## config.mk

```make
export PLATFORM = sky130hd
export DESIGN_NAME = mapping_cache_lru_lookup_top
export DESIGN_NICKNAME = d
export VERILOG_FILES = /design/src/rtl/core/mclru_pkg.sv /design/src/rtl/core/mapping_cache_lru_lookup_top.sv /design/src/rtl/core/mclru_ram.sv /design/src/rtl/core/mclru_seq.sv
export SDC_FILE = /design/constraint.sdc
export NUM_CORES = 2
export LEC_CHECK = 0
export ABC_AREA = 1
export BUFFER_PORTS_ARGS = -buffer_cell sky130_fd_sc_hd__buf_4
export CORE_MARGIN = 2
export CORE_UTILIZATION = 40
export CTS_CLUSTER_DIAMETER = 100
export DETAILED_ROUTE_END_ITERATION = 10
export MAX_ROUTING_LAYER = met4
export PLACE_DENSITY = 0.5
export SLEW_MARGIN = 10
export SYNTH_ARGS = -nofsm -noshare
export SYNTH_HDL_FRONTEND = slang
export SYNTH_SLANG_ARGS = --single-unit
```

## constraint.sdc

```tcl
create_clock -name clk -period 22.7 [get_ports clk]
set_clock_uncertainty 0.2 [all_clocks]
set_input_delay 0 -clock clk [delete_from_list [all_inputs] [get_ports clk]]
set_output_delay 0 -clock clk [all_outputs]
set_load 0.005 [all_outputs]
```

## src/rtl/core/mclru_pkg.sv

```systemverilog
// Shared constants, types and microcode word format for the mapping cache tag manager.
// Used by mclru_seq, mapping_cache_lru_lookup_top and mclru_props; no dependencies.
package mclru_pkg;

  localparam int BANKS       = 4;
  localparam int SLOTS       = 4;
  localparam int MAP_PAGES   = 256;
  localparam int ENTRIES     = 8;

  localparam int LPAGE_W     = 13;
  localparam int BANK_W      = $clog2(BANKS);
  localparam int SLOT_W      = $clog2(SLOTS);
  localparam int OFF_W       = $clog2(ENTRIES);
  localparam int MPAGE_W     = $clog2(MAP_PAGES);
  localparam int STAMP_W     = 32;
  localparam int ENTRY_W     = BANK_W + SLOT_W;
  localparam int NUM_ENTRIES = BANKS * SLOTS;
  localparam int FLASH_DEPTH = BANKS * MAP_PAGES;
  localparam int FLASH_AW    = $clog2(FLASH_DEPTH);

  // Microcode step addresses.
  typedef enum logic [1:0] {
    ST_CLEAR  = 2'd0,
    ST_IDLE   = 2'd1,
    ST_SCAN   = 2'd2,
    ST_COMMIT = 2'd3
  } step_t;

  // Datapath operation selected by a control word.
  typedef enum logic [1:0] {
    OP_CLEAR  = 2'd0,
    OP_FETCH  = 2'd1,
    OP_SCAN   = 2'd2,
    OP_COMMIT = 2'd3
  } uop_t;

  // Condition that selects the jump target over the fall-through step.
  typedef enum logic [1:0] {
    C_CLR_DONE  = 2'd0,
    C_IN_VALID  = 2'd1,
    C_SCAN_LAST = 2'd2,
    C_OUT_FREE  = 2'd3
  } ucond_t;

  typedef struct packed {
    uop_t   op;
    ucond_t cond;
    step_t  jump;
    step_t  next;
  } uword_t;

  // Status from the datapath that the sequencer tests.
  typedef struct packed {
    logic in_valid;
    logic clr_done;
    logic scan_last;
    logic out_free;
  } flags_t;

  // Sequencer outputs to the datapath.
  typedef struct packed {
    uop_t op;
    logic go;
  } ctl_t;

endpackage

```

## src/rtl/core/mapping_cache_lru_lookup_top.sv

```systemverilog
// Top level of the mapping cache tag manager: slot tag/state arrays, scan datapath and
// result register. Depends on mclru_pkg, mclru_seq and mclru_ram.
//
// Each transaction looks up one logical page in its bank and returns one result. A
// transaction accepts the request and reads the on-flash bitmap, then steps through
// each slot of the bank (4) to compare tags, find the first empty slot and track the
// oldest use stamp, and ends with a commit step that updates the slot state and loads
// the result register. The commit step waits while an earlier result has not been
// taken. After reset the block clears its 1024-entry on-flash bitmap, one entry per
// cycle, and accepts no request until that clear is done.
module mapping_cache_lru_lookup_top import mclru_pkg::*; (
  input  logic               clk,
  input  logic               rst_n,
  input  logic               in_valid,
  output logic               in_ready,
  input  logic               in_mode,
  input  logic [LPAGE_W-1:0] in_logical_page,
  output logic               out_valid,
  input  logic               out_ready,
  output logic [BANK_W-1:0]  out_bank,
  output logic [SLOT_W-1:0]  out_slot,
  output logic [OFF_W-1:0]   out_entry_offset,
  output logic               out_hit,
  output logic               out_unmapped,
  output logic               out_flush,
  output logic [MPAGE_W-1:0] out_flush_map_page,
  output logic               out_fill
);

  flags_t flags;
  ctl_t   ctl;

  // Request registers.
  logic               mode_r;
  logic [BANK_W-1:0]  bank_r;
  logic [MPAGE_W-1:0] mp_r;
  logic [OFF_W-1:0]   off_r;

  // Scan registers.
  logic [SLOT_W-1:0]  idx_r;
  logic               found_r;
  logic [SLOT_W-1:0]  hit_slot_r;
  logic               empty_r;
  logic [SLOT_W-1:0]  empty_slot_r;
  logic [STAMP_W-1:0] best_r;
  logic [SLOT_W-1:0]  lru_slot_r;

  // Per-slot state.
  logic [MPAGE_W-1:0] tag_r   [NUM_ENTRIES];
  logic [STAMP_W-1:0] stamp_r [NUM_ENTRIES];
  logic [NUM_ENTRIES-1:0] valid_r;
  logic [NUM_ENTRIES-1:0] dirty_r;
  logic [STAMP_W-1:0] use_cnt_r;

  logic [FLASH_AW-1:0] clr_cnt_r;

  // Result register.
  logic               out_valid_r;
  logic [BANK_W-1:0]  out_bank_r;
  logic [SLOT_W-1:0]  out_slot_r;
  logic [OFF_W-1:0]   out_off_r;
  logic               out_hit_r;
  logic               out_unmapped_r;
  logic               out_flush_r;
  logic [MPAGE_W-1:0] out_fpage_r;
  logic               out_fill_r;

  logic               accept;
  logic               commit;
  logic [ENTRY_W-1:0] scan_ent;
  logic [SLOT_W-1:0]  victim;
  logic [ENTRY_W-1:0] vict_ent;
  logic [ENTRY_W-1:0] hit_ent;
  logic [MPAGE_W-1:0] vict_tag;
  logic               do_flush;
  logic               on_flash;
  logic               unmapped;

  logic               ram_we;
  logic [FLASH_AW-1:0] ram_waddr;
  logic               ram_wdata;
  logic [FLASH_AW-1:0] ram_raddr;
  logic               ram_rdata_w;

  assign in_ready = (ctl.op == OP_FETCH);
  assign accept   = in_valid && in_ready;
  assign commit   = (ctl.op == OP_COMMIT) && ctl.go;

  assign flags.in_valid  = in_valid;
  assign flags.clr_done  = (clr_cnt_r == FLASH_AW'(FLASH_DEPTH - 1));
  assign flags.scan_last = (idx_r == SLOT_W'(SLOTS - 1));
  assign flags.out_free  = !out_valid_r || out_ready;

  mclru_seq u_seq (
    .clk   (clk),
    .rst_n (rst_n),
    .flags (flags),
    .ctl   (ctl)
  );

  always_comb begin
    scan_ent = {bank_r, idx_r};
    victim   = empty_r ? empty_slot_r : lru_slot_r;
    vict_ent = {bank_r, victim};
    hit_ent  = {bank_r, hit_slot_r};
    vict_tag = tag_r[vict_ent];
    on_flash = ram_rdata_w;
    do_flush = !found_r && !empty_r && dirty_r[vict_ent] && (mode_r || on_flash);
    unmapped = !found_r && !mode_r && !on_flash;
  end

  // The bitmap read address follows the incoming request while idle, so the read data
  // is ready by the end of the scan and holds while the request is in flight.
  assign ram_raddr = in_ready
                   ? {in_logical_page[BANK_W-1:0],
                      in_logical_page[BANK_W+OFF_W +: MPAGE_W]}
                   : {bank_r, mp_r};

  always_comb begin
    if (ctl.op == OP_CLEAR) begin
      ram_we    = 1'b1;
      ram_waddr = clr_cnt_r;
      ram_wdata = 1'b0;
    end else begin
      ram_we    = commit && do_flush;
      ram_waddr = {bank_r, vict_tag};
      ram_wdata = 1'b1;
    end
  end

  mclru_ram #(
    .WIDTH (1),
    .DEPTH (FLASH_DEPTH)
  ) u_flash_map (
    .clk   (clk),
    .we    (ram_we),
    .waddr (ram_waddr),
    .wdata (ram_wdata),
    .raddr (ram_raddr),
    .rdata (ram_rdata_w)
  );

  // Control state.
  always_ff @(posedge clk) begin
    if (!rst_n) begin
      valid_r     <= '0;
      dirty_r     <= '0;
      use_cnt_r   <= '0;
      clr_cnt_r   <= '0;
      out_valid_r <= 1'b0;
      idx_r       <= '0;
      found_r     <= 1'b0;
      empty_r     <= 1'b0;
    end else begin
      if (ctl.op == OP_CLEAR) begin
        clr_cnt_r <= clr_cnt_r + 1'b1;
      end
      if (out_valid_r && out_ready) begin
        out_valid_r <= 1'b0;
      end
      if (accept) begin
        idx_r   <= '0;
        found_r <= 1'b0;
        empty_r <= 1'b0;
      end
      if (ctl.op == OP_SCAN) begin
        idx_r <= idx_r + 1'b1;
        if (!found_r && valid_r[scan_ent] && tag_r[scan_ent] == mp_r) begin
          found_r <= 1'b1;
        end
        if (!empty_r && !valid_r[scan_ent]) begin
          empty_r <= 1'b1;
        end
      end
      if (commit) begin
        out_valid_r <= 1'b1;
        if (found_r) begin
          use_cnt_r <= use_cnt_r + 1'b1;
          if (mode_r) begin
            dirty_r[hit_ent] <= 1'b1;
          end
        end else if (!unmapped) begin
          use_cnt_r         <= use_cnt_r + 1'b1;
          valid_r[vict_ent] <= 1'b1;
          dirty_r[vict_ent] <= mode_r;
        end
      end
    end
  end

  // Payload registers.
  always_ff @(posedge clk) begin
    if (accept) begin
      mode_r <= in_mode;
      bank_r <= in_logical_page[BANK_W-1:0];
      off_r  <= in_logical_page[BANK_W +: OFF_W];
      mp_r   <= in_logical_page[BANK_W+OFF_W +: MPAGE_W];
    end
    if (ctl.op == OP_SCAN) begin
      if (!found_r && valid_r[scan_ent] && tag_r[scan_ent] == mp_r) begin
        hit_slot_r <= idx_r;
      end
      if (!empty_r && !valid_r[scan_ent]) begin
        empty_slot_r <= idx_r;
      end
      // Oldest stamp, lowest slot on ties; only consulted when every slot is valid.
      if (idx_r == '0 || stamp_r[scan_ent] < best_r) begin
        best_r     <= stamp_r[scan_ent];
        lru_slot_r <= idx_r;
      end
    end
    if (commit) begin
      out_bank_r     <= bank_r;
      out_off_r      <= off_r;
      out_hit_r      <= found_r;
      out_unmapped_r <= unmapped;
      out_flush_r    <= do_flush;
      out_fpage_r    <= do_flush ? vict_tag : '0;
      out_fill_r     <= !found_r && on_flash;
      if (found_r) begin
        out_slot_r        <= hit_slot_r;
        stamp_r[hit_ent]  <= use_cnt_r;
      end else if (unmapped) begin
        out_slot_r <= '0;
      end else begin
        out_slot_r        <= victim;
        tag_r[vict_ent]   <= mp_r;
        stamp_r[vict_ent] <= use_cnt_r;
      end
    end
  end

  assign out_valid          = out_valid_r;
  assign out_bank           = out_bank_r;
  assign out_slot           = out_slot_r;
  assign out_entry_offset   = out_off_r;
  assign out_hit            = out_hit_r;
  assign out_unmapped       = out_unmapped_r;
  assign out_flush          = out_flush_r;
  assign out_flush_map_page = out_fpage_r;
  assign out_fill           = out_fill_r;

endmodule

```

## src/rtl/core/mclru_ram.sv

```systemverilog
// Generic single-write, single-read RAM with registered read data.
// No dependencies.
module mclru_ram #(
  parameter int WIDTH = 1,
  parameter int DEPTH = 1024
) (
  input  logic                     clk,
  input  logic                     we,
  input  logic [$clog2(DEPTH)-1:0] waddr,
  input  logic [WIDTH-1:0]         wdata,
  input  logic [$clog2(DEPTH)-1:0] raddr,
  output logic [WIDTH-1:0]         rdata
);

  logic [WIDTH-1:0] mem [DEPTH];

  always_ff @(posedge clk) begin
    if (we) begin
      mem[waddr] <= wdata;
    end
    rdata <= mem[raddr];
  end

endmodule

```

## src/rtl/core/mclru_seq.sv

```systemverilog
// Microcode sequencer: step counter, control-word ROM and conditional jumps.
// Depends on mclru_pkg.
module mclru_seq import mclru_pkg::*; (
  input  logic   clk,
  input  logic   rst_n,
  input  flags_t flags,
  output ctl_t   ctl
);

  step_t  pc_r, pc_nxt;
  uword_t uw;
  logic   cond_met;

  function automatic uword_t ucode_rom(step_t s);
    uword_t w;
    unique case (s)
      ST_CLEAR:  w = '{op: OP_CLEAR,  cond: C_CLR_DONE,  jump: ST_IDLE,   next: ST_CLEAR};
      ST_IDLE:   w = '{op: OP_FETCH,  cond: C_IN_VALID,  jump: ST_SCAN,   next: ST_IDLE};
      ST_SCAN:   w = '{op: OP_SCAN,   cond: C_SCAN_LAST, jump: ST_COMMIT, next: ST_SCAN};
      ST_COMMIT: w = '{op: OP_COMMIT, cond: C_OUT_FREE,  jump: ST_IDLE,   next: ST_COMMIT};
    endcase
    return w;
  endfunction

  always_comb begin
    uw = ucode_rom(pc_r);
    unique case (uw.cond)
      C_CLR_DONE:  cond_met = flags.clr_done;
      C_IN_VALID:  cond_met = flags.in_valid;
      C_SCAN_LAST: cond_met = flags.scan_last;
      C_OUT_FREE:  cond_met = flags.out_free;
    endcase
    pc_nxt = cond_met ? uw.jump : uw.next;
    ctl.op = uw.op;
    ctl.go = cond_met;
  end

  always_ff @(posedge clk) begin
    if (!rst_n) begin
      pc_r <= ST_CLEAR;
    end else begin
      pc_r <= pc_nxt;
    end
  end

endmodule

```

==> run metrics <==
Longest Clk Path Bufs 3; Power Dens Cells between 70 and 80 mW/mm^2; Post-Syn Area 0.0815 mm^2; FFs w/ async S/R, synth 0; Fmax 0.147 GHz; Synth area leader edfxtp_1; CP required between 20 and 25 ns; DR vias/cell approximately 5.4; post-cts resize count 0; clock root cell clkbuf_16; detailed placement HPWL about 130000 um; CTS Buf Count 196; Global Route Usage Sum 0.250; top cells by area, synth edfxtp_1, nand2_1, nor2_1; I/O Pins 39; Die W 455 um; CTS tree done; min-delay src in_valid; Worst EP arrival 7.36 ns; DRT Pass-1 Iters 9; setup violators final 0; DR iter-0 viols 5956; crit share post-route 0.301; Area Overhead vs Synth 11.6%; Worst-Margin Slew 1.22 ns; Finished Core Util 0.449; initial antenna violation count 2; largest net degree at the start of global routing 246; Site Rows around 170; Post-CTS Setup Repair Bufs 0; critical path, cell by cell inv_1 -> ha_1 -> buf_4 -> inv_1 -> nand2_1 -> buf_4 -> nand2_4 -> buf_4 -> buf_4 -> buf_4 -> buf_4 -> o21ai_0 -> nand2_1 -> nand3_1 -> nand3_1 -> nand3_1 -> nand3_1 -> nand3_1 -> nand3_1 -> nand3_1 -> nand3_1 -> nand2_1; most common flop cell mapped by yosys edfxtp_1; PortBufs 38; Avg Synthesized Cell Area approximately 9.9 um^2; starting density of the core 0.403; Unique masters post-synth 44; yosys warns 0; Die ar. between 0.2 and 0.25 mm^2; FF-to-FF Start u_seq.pc_r[1]; DRC 0; Hold Path Class in -> reg; final instance area roughly 0.091 mm^2; sequential fraction of the synthesis area 0.660; global route overflow 0; Crit path top cell by count nand3_1; RD Place Congestion 0.805; Slowest-stage cell, CP buf_4; Overall Power 6.75 mW; Slew Viols, Final 0; CTS H-Tree Depth 4; flops & latches, synth between 1.5k and 2k; Worst-path clk slew about 0.060 ns; crit path launch u_seq.pc_r[1]; clock latency on the worst-skew pair 0.84 ns; Synth top area share 0.640; Detail Route Antenna Nets 0; setup_tns 0 ns; number of global-route vias before repair around 56k; crit path capture type flip-flop; Synthesized Nets 8247; status finished clean; CP Launch Type flip-flop; Vias a little under 60k; CP Class reg -> reg; Gate Count Post-Synth 8189; slew margin rel. 0.185; layout cell share with drive strength beyond 1 0.0714; CTS Sinks 1817; Max-Cap Viols 0; dpl cell area 0.0845 mm^2; Leak 34.0 nW; nets@finish approximately 8.1k; core area 0.202 mm^2; min cycle time layout about 6.8 ns; Worst VDD drop 0.0000896 V; DIE HEIGHT 455 um; drt total wl around 250000 um; Hold Fails Final Rpt 0; CP max stage delay roughly 0.83 ns; Worst Path Max Fanout 81; WL/cell about 23 um; EDFF count, synth 1735; CP bufs+invs 8; first-pass GRT wire length 375000 um; Worst path top cell family by delay buffers and inverters; RSZ-0062 raised after global routing no
[path summary, 6_finish.rpt]
| path | end | slack [ns] | cells past startpoint |
|---|---|---|---|
| worst min register to register | out_entry_offset[2] | 0.21 | 0 |
| worst max-delay path | u_flash_map.rdata | 15.88 | 22 |
| worst max register to register | u_flash_map.rdata | 15.88 | 22 |
| worst min-delay path | found_r | 0.17 | 5 |
[where the power goes]
group | switching, mW | total, mW | leakage, nW | internal (mW)
registers | 0.000642 | 3.62 | 19.8 | 3.61
logic | 0.0334 | 0.0430 | 11.2 | 0.00957
clock network | 1.34 | 3.09 | 2.99 | 1.75
[worst min-delay path, delay by kind of cell]
kind,cells,cell delay [ns]
simple gates,2,0.43
compound gates,1,0.06
buf+inv,2,0.65
[layout by cell type, fill, tap and decap left out, types with 14 or more instances in the layout]
cell type	synthesis	layout
a21oi_1	113	112
a22oi_1	37	37
buf_4	1	197
clkbuf_1	425	56
clkbuf_16	0	202
clkinv_1	2	55
clkinv_2	0	33
dfxtp_1	82	80
dlygate4sd3_1	0	33
edfxtp_1	1735	1735
ha_1	40	40
inv_1	682	676
inv_2	14	15
nand2_1	1627	1614
nand2_2	5	16
nand3_1	791	767
nand3_2	0	21
nand4_1	48	48
nor2_1	1517	1496
nor2_4	10	30
nor3_1	46	46
o211ai_1	108	108
o21ai_0	492	487
o22ai_1	147	147
xor2_1	14	14
[cells in the mapped netlist (all sizes together) (3+ instances only)]
cell,count
nand3b,8
nor4,11
a211oi,7
nor2,1535
edfxtp,1735
o22ai,147
xnor2,6
nand4,48
nor3b,6
ha,40
nand2,1633
xor2,14
buf,164
a311oi,4
o21ai,508
o211ai,108
o221ai,3
a21oi,113
nand3,791
a22oi,37
nor3,47
or2,10
clkbuf,425
inv,696
dfxtp,82
[through the flow]
step	cells	setup WS, ns	hold WS, ns
final	10900	15.88	0.173
after global routing	10900	15.39	0.163
after CTS	10900	15.93	0.0777
after detailed placement	10500	15.93	-0.0205
after global placement	10500	15.97	-0.0219
after floorplan	8189	2.70	-0.101
[routing by layer]
metal | wire [um] | track usage
met1 | 110000 | 0.332
met2 | 122000 | 0.404
met3 | 14900 | 0.0301
met4 | 7520 | 0.0723
met5 | 0 | -
[layout make-up]
class / instances / area, um^2
multi-input combinational: 5085 / 23100
timing repair buffer: 237 / 1950
tap: 2672 / 3340
fill: 19300 / 111000
clock buffer: 262 / 5320
inverter: 698 / 2650
antenna: 3 / 7.51
sequential: 1817 / 53700
clock inverter: 106 / 788
[registers in the layout (all words and copies together), names as in the netlist, 8 cells and up]
name and count:
mp_r 8, u_flash_map.mem 1024, clr_cnt_r 10, out_flush_map_page 8, dirty_r 16, best_r 32, tag_r 128, valid_r 16
use_cnt_r 32, stamp_r 512
[what timing repair did]
action,4_1_cts,5_1_grt
setup endpoints to repair,0,0
endpoints found under the hold margin,69,0
hold buffers,33,0
[logic make-up (layout without fill, tap and decap cells)]
family,Yosys count,count (layout),share of synthesized area
DFF,1817,1817,0.660
AOI/OAI and AO/OA,934,934,0.0650
xor gates and xnor gates,20,20,0.00215
other,0,3,0
adders and majority gates,40,40,0.00614
and+or+nand+nor,4091,4091,0.206
buffers and inverters,1287,1303,0.0614
No activity file was read; power rests on OpenSTA's default activity.
